`config.mk`:
```
export PLATFORM = sky130hd
export DESIGN_NAME = mer_ctrl
export DESIGN_NICKNAME = d
export VERILOG_FILES = /design/src/rtl/core/mer_pkg.sv /design/src/rtl/core/mer_ctrl.sv
export SDC_FILE = /design/constraint.sdc
export NUM_CORES = 1
export LEC_CHECK = 0
export BUFFER_PORTS_ARGS = -buffer_cell sky130_fd_sc_hd__buf_2
export CORE_UTILIZATION = 30
export DETAILED_ROUTE_END_ITERATION = 8
export GPL_ROUTABILITY_DRIVEN = 0
export PLACE_DENSITY = 0.65
export SLEW_MARGIN = 25
export SYNTH_ARGS = -nofsm -noshare
export SYNTH_HDL_FRONTEND = slang
export SYNTH_SLANG_ARGS = --single-unit
```
`constraint.sdc`:
```
create_clock -name clk -period 3.5 [get_ports clk]
set_clock_uncertainty 0.2 [all_clocks]
set_input_delay 0.7 -clock clk [delete_from_list [all_inputs] [get_ports clk]]
set_output_delay 0.7 -clock clk [all_outputs]
set_load 0.05 [all_outputs]
```
`src/rtl/core/mer_pkg.sv`:
```
package mer_pkg;

  localparam logic MODE_START = 1'b0;
  localparam logic MODE_STEP  = 1'b1;

  localparam int unsigned PIX_IDX_W = 2;
  localparam logic [PIX_IDX_W-1:0] PIX_LAST = 2'd3;

  typedef struct packed {
    logic                 load;
    logic                 init_dy;
    logic                 init_d;
    logic                 upd_xy;
    logic                 upd_d;
    logic                 tr_sq;
    logic                 tr_mul;
    logic                 tr_fin;
    logic                 emit;
    logic [PIX_IDX_W-1:0] pix_idx;
  } cmd_t;

  typedef struct packed {
    logic out_free;
    logic need_trans;
    logic finished;
  } status_t;

endpackage

```
`src/rtl/core/mer_ctrl.sv`:
```
module mer_ctrl (
  input  logic              clk,
  input  logic              rst,
  input  logic              in_valid,
  input  logic              in_mode,
  output logic              in_stall,
  input  mer_pkg::status_t  sts,
  output mer_pkg::cmd_t     cmd
);

  typedef enum logic [3:0] {
    S_READY,
    S_INIT_DY,
    S_INIT_D,
    S_UPD_D,
    S_TR_SQ,
    S_TR_MUL,
    S_TR_FIN,
    S_EMIT
  } state_t;

  state_t                        state;
  logic [mer_pkg::PIX_IDX_W-1:0] pix_cnt;
  logic                          active;
  logic                          stepping;
  logic                          accept;

  assign in_stall = (state != S_READY);
  assign accept   = in_valid && !in_stall;

  always_comb begin
    cmd         = '0;
    cmd.pix_idx = pix_cnt;
    cmd.load    = accept && (in_mode == mer_pkg::MODE_START);
    cmd.upd_xy  = accept && (in_mode == mer_pkg::MODE_STEP) && active;
    unique case (state)
      S_INIT_DY: cmd.init_dy = 1'b1;
      S_INIT_D:  cmd.init_d  = 1'b1;
      S_UPD_D:   cmd.upd_d   = 1'b1;
      S_TR_SQ:   cmd.tr_sq   = 1'b1;
      S_TR_MUL:  cmd.tr_mul  = 1'b1;
      S_TR_FIN:  cmd.tr_fin  = 1'b1;
      S_EMIT:    cmd.emit    = sts.out_free;
      default:   cmd.emit    = 1'b0;
    endcase
  end

  always_ff @(posedge clk) begin
    if (rst) begin
      state    <= S_READY;
      pix_cnt  <= '0;
      active   <= 1'b0;
      stepping <= 1'b0;
    end else begin
      unique case (state)
        S_READY: begin
          if (cmd.load) begin
            state    <= S_INIT_DY;
            active   <= 1'b1;
            stepping <= 1'b0;
          end else if (cmd.upd_xy) begin
            state    <= S_UPD_D;
            stepping <= 1'b1;
          end
        end
        S_INIT_DY: state <= S_INIT_D;
        S_INIT_D: begin
          state <= sts.need_trans ? S_TR_SQ : S_READY;
        end
        S_UPD_D: begin
          state   <= sts.need_trans ? S_TR_SQ : S_EMIT;
          pix_cnt <= '0;
        end
        S_TR_SQ:  state <= S_TR_MUL;
        S_TR_MUL: state <= S_TR_FIN;
        S_TR_FIN: begin
          state   <= stepping ? S_EMIT : S_READY;
          pix_cnt <= '0;
        end
        S_EMIT: begin
          if (cmd.emit) begin
            pix_cnt <= pix_cnt + 1'b1;
            if (pix_cnt == mer_pkg::PIX_LAST) begin
              state <= S_READY;
              if (sts.finished) begin
                active <= 1'b0;
              end
            end
          end
        end
        default: state <= S_READY;
      endcase
    end
  end

  a_emit_only_when_free: assert property (@(posedge clk) disable iff (rst)
    cmd.emit |-> sts.out_free)
    else $error("Pixel issued while the output register is still occupied.");

  a_done_ends_on_last_pixel: assert property (@(posedge clk) disable iff (rst)
    $fell(active) |-> $past(cmd.emit && (cmd.pix_idx == mer_pkg::PIX_LAST) && sts.finished))
    else $error("Drawing ended without issuing the last pixel of the final step.");

  a_start_blocks_next: assert property (@(posedge clk) disable iff (rst)
    cmd.load |=> !cmd.emit && !cmd.upd_xy && !cmd.load)
    else $error("Start setup overlapped with another transfer.");

endmodule

```
After elaboration in Yosys (flattened, before gate mapping)

Index checks and enable logic that the tools add are counted.

Flip-flop bits (word level): 8
Latch bits: 0
Memory bits (writable): 0
ROM bits: 0
Output and inout port bits: 12
Word-level logic and storage cells: 58
Memories kept: 0

Add/sub/neg operators: 1
Multipliers: 0
Div/mod/pow operators: 0
$lt $le $gt $ge: 0
Equal/unequal tests: 13
Shifts and indexed selects: 0
Multiplexer cells: 24
Bitwise operators: 1
Reductions and logical operators: 15

Operators with widths:

| operator              | count |
|---|---|
| $pmux W4 S8           | 1 |
| $eq A4 B3 Y1 const B  | 4 |
| $mux W4               | 4 |
| $mux W1               | 13 |
| $eq A4 B2 Y1 const B  | 2 |
| $ne A2 B2 Y1 const B  | 4 |
| $mux W3               | 2 |
| $reduce_bool A2 Y1    | 3 |
| $reduce_and A5 Y1     | 1 |
| $eq A4 B1 Y1 const B  | 1 |
| $logic_and A1 B1 Y1   | 4 |
| $logic_not A4 Y1      | 1 |
| $mux W2               | 2 |
| $pmux W2 S2           | 1 |
| $reduce_and A2 Y1     | 2 |
| $reduce_bool A4 Y1    | 1 |
| $ne A3 B3 Y1 const B  | 1 |
| $reduce_and A3 Y1     | 1 |
| $add A2 B1 Y2 const B | 1 |
| $eq A2 B2 Y1 const B  | 1 |
| $pmux W1 S2           | 1 |
| $reduce_or A2 Y1      | 1 |
| $logic_not A1 Y1      | 1 |
| $not A1 Y1            | 1 |

Depth between registers and ports, before layout

Depth in word-level cells: 8
Depth in mapped cells: 5
Mapped depth without buffers: 5

Worst setup path before layout

OpenSTA, ideal clock, no wires.

Path kind: flip-flop to output port
Start: register state[2]
End: output cmd[5] (netlist bit)
Arrival time: 1,752 ps
Data required time: 2,600 ps
Setup slack: 848 ps
Cell stages (with the launch flop): 3
Path buffers: 1
Cell sequence: dfxtp_1 buf_2 nor3b_1

RTL lines:

| what                     | RTL line       | RTL |
|---|---|---|
| start: declaration       | mer_ctrl.sv:22 | `state_t state;` |
| start signal: assignment | mer_ctrl.sv:68 | `state <= sts.need_trans ? S_TR_SQ : S_READY;` |
| start signal: assignment | mer_ctrl.sv:71 | `state <= sts.need_trans ? S_TR_SQ : S_EMIT;` |
| start signal: assignment | mer_ctrl.sv:77 | `state <= stepping ? S_EMIT : S_READY;` |
| end: declaration         | mer_ctrl.sv:8  | `output mer_pkg::cmd_t cmd` |

==> metrics.md <==
| Metric | Value |
|---|---|
| Initial drt markers | 13 |
| # nets final | between 80 and 90 |
| Worst Setup EP | cmd[2] |
| Fmax | about 410 MHz |
| Max-Slew Margin vs Limit | between 60% and 70% |
| CP peak stage delay | slightly above 0.6 ns |
| Setup tns final | 0 ns |
| Seq/Total Area, Yosys | ~30% |
| Hpwl dp | slightly below 800 um |
| Number of cell rows | 13 |
| Reg2Reg Depth | 5 |
| Final worst path period need | 2.46 ns |
| Final Cycle Share | 70.2% |
| Count of cell types in the netlist | 29 |
| Status | finished clean |
| GRT Residual Overflow | 0 |
| Leak | about 0.00026 uW |
| Pwr dens | ~570 mW/mm^2 |
| Largest net degree at the start of global routing | 16 |
| Hold/Removal Path Class | reg2reg |
| CTS Buf Count | 3 |
| TritonCTS clock tree | built |
| Worst EP arrival | between 1.5 and 2 ns |
| RSZ-0062 raised after global routing | no |
| Total number of vias | about 500 |
| Fin area | 584 sq um |
| TritonRoute pass-1 iters | 4 |
| Post-CTS Setup Inserts | 0 |
| Initial antenna violation count | 0 |
| Die H | between 40 and 50 um |
| Worst EP required | 2.60 ns |
| Ant. Diodes | 0 |
| Syn avg cell area | 7.59 sq um |
| Total of max-cap violations | 0 |
| Synthesized area | 470 sq um |
| PortBufs | 18 |
| First-pass GRT wire length | ~1800 um |
| Fin. max-slew vios | 0 |
| Commonest non-fill, non-tap cell in the layout | buf_2 |
| Fraction of layout cells with a size suffix above 1 | approximately 33% |
| # IOs | 19 |
| Setup crit end kind | primary output |
| Vias in the first global route | 379 |
| Worst Path Max Fanout | 15 |
| GRT Overall Usage | 13.4% |
| Final hold vios | 0 |
| Die width | approximately 42 um |
| FF-to-FF End | state[0] |
| Top delay family on crit path | flip-flops |
| Ys Warns | 0 |
| WL final | around 1100 um |
| Die Footprint | around 0.0017 sq mm |
| Synthesis-to-layout area growth | 24.2% |
| Final ANT Viol Nets | 0 |
| CP Launch Type | register |
| Worst Path Buf+Inv | 1 |
| Cell area after placement | ~560 sq um |
| Hold_buf cts | 0 |
| Starting Density | around 34% |
| R2R setup slack | approximately 1.9 ns |
| Critical Path Stages | 3 |
| Max Root-Sink Buffers | 2 |
| Post-CTS sizing | 0 |
| Vias per inst | around 5.3 |
| WL per Instance | ~12 um |
| Most frequent cells in the layout | 18 x buf_2, 8 x nor2_1, 7 x nand2_1, 7 x dfxtp_1, 6 x a21oi_1 |
| Clk root buf | clkbuf_4 |
| Flops & latches, synth | 7 |
| CTS clk-pin slew, worst paths | around 0.05 ns |
| DR DRC count | 0 |
| Sink Count | 7 |
| H-tree levels | 1 |
| Worst-Margin Slew | approximately 0.48 ns |
| Synthesized Nets | 70 |
| Crit-path slowest cell | dfxtp_1 |
| Max IR drop VDD | roughly 0.25 mV |
| Final setup vio count | 0 |
| CP startpoint | state[1] |
| Core area | about 0.0014 sq mm |
| Mapped Cells | 62 |
| Insertion delay of the later-clocked pin in the worst-skew pair | roughly 0.25 ns |
| Crit Path Class | reg2out |
| Reg2reg start | state[1] |
| CP Cell Sequence | and3_1 -> and2_1 -> buf_2 |
## synthesized netlist by cell type, drive strengths merged
library cell	number	share of area [%]
ha	1	2.7
and2	2	2.7
nand3	1	1.1
nand2b	3	4.0
a211oi	1	1.6
a32oi	1	1.9
o22ai	3	6.6
nand2	7	5.6
o32ai	1	1.9
nor2	8	6.4
o21ai	2	2.1
mux2i	1	2.1
nor3	3	4.3
and3	1	1.3
nor3b	2	3.2
or3	1	2.4
clkbuf	1	0.80
a21oi	6	6.4
a31oi	1	1.3
and4	1	1.9
o21a	1	1.6
nand4	1	1.3
inv	1	0.80
nor2b	2	2.7
dfxtp	7	30
buf	3	3.7
## worst register-to-register path: stages (launching register included)
cell	delay (ns)
dfxtp_1	0.62
nor3_2	0.14
inv_2	0.08
a21oi_1	0.06
or3_4	0.35
o22ai_2	0.11
## power by group
group | switching, uW | internal (uW) | total (uW) | leakage, uW
logic | 97.6 | 46.2 | 144 | 0.000192
registers | 28.2 | 89.4 | 118 | 0.0000571
clock network | 30.7 | 43.6 | 74.2 | 0.0000150
total | 157 | 179 | 336 | 0.000264
## metrics by stage
stage                     setup WS [ns]  hold slack (ns)  power [uW]  std cells  utilization, %
final                              1.04            0.340         336         95            42.3
after global routing              0.932            0.404         360         95            42.3
after CTS                          1.06            0.342         340         95            42.3
after detailed placement           1.16            0.327         262         91            40.4
after global placement             1.20            0.318         261         91            40.4
after floorplan                   0.848            0.284         236         62               -
## cell families after synthesis
family / share of synthesized area (%)
DFF: 29.8
and+or+nand+nor: 36.7
adders and majority gates: 2.66
muxes: 2.13
AOI/OAI and AO/OA: 23.4
buffers and inverters: 5.32
## cell type report
| cell class | count | area, sq um |
|---|---|---|
| Timing Repair Buffer | 18 | 90.1 |
| Multi-Input combinational cell | 50 | 305 |
| Tap cell | 15 | 18.8 |
| Fill cell | 134 | 798 |
| Clock buffer | 4 | 26.3 |
| Sequential cell | 7 | 140 |
| Inverter | 1 | 3.75 |
## how the worst min path moves through the flow
stage | slack (ns) | depth (start not counted) | to | start
6_report | 0.34 | 2 | pix_cnt[1] | pix_cnt[1]
5_1_grt | 0.40 | 2 | active | active
4_1_cts | 0.34 | 2 | pix_cnt[1] | pix_cnt[1]
3_5_place_dp | 0.33 | 2 | active | active
3_3_place_gp | 0.32 | 2 | active | active
2_1_floorplan | 0.28 | 2 | active | active
## state kept, by name, summed over array words and instances, names as in the netlist
register and cells:
state 3, stepping 1, pix_cnt 2, active 1
## routing by layer
| layer | share of wire [%] | global-route usage, % | vias up |
|---|---|---|---|
| li1 | - | - | 261 |
| met1 | 53 | 20.1 | 219 |
| met2 | 41 | 15.6 | 17 |
| met3 | 5.1 | 7.83 | 2 |
| met4 | 0.54 | 3.87 | 0 |
| met5 | 0 | 0 | - |
No activity file was read; power rests on OpenSTA's default activity.
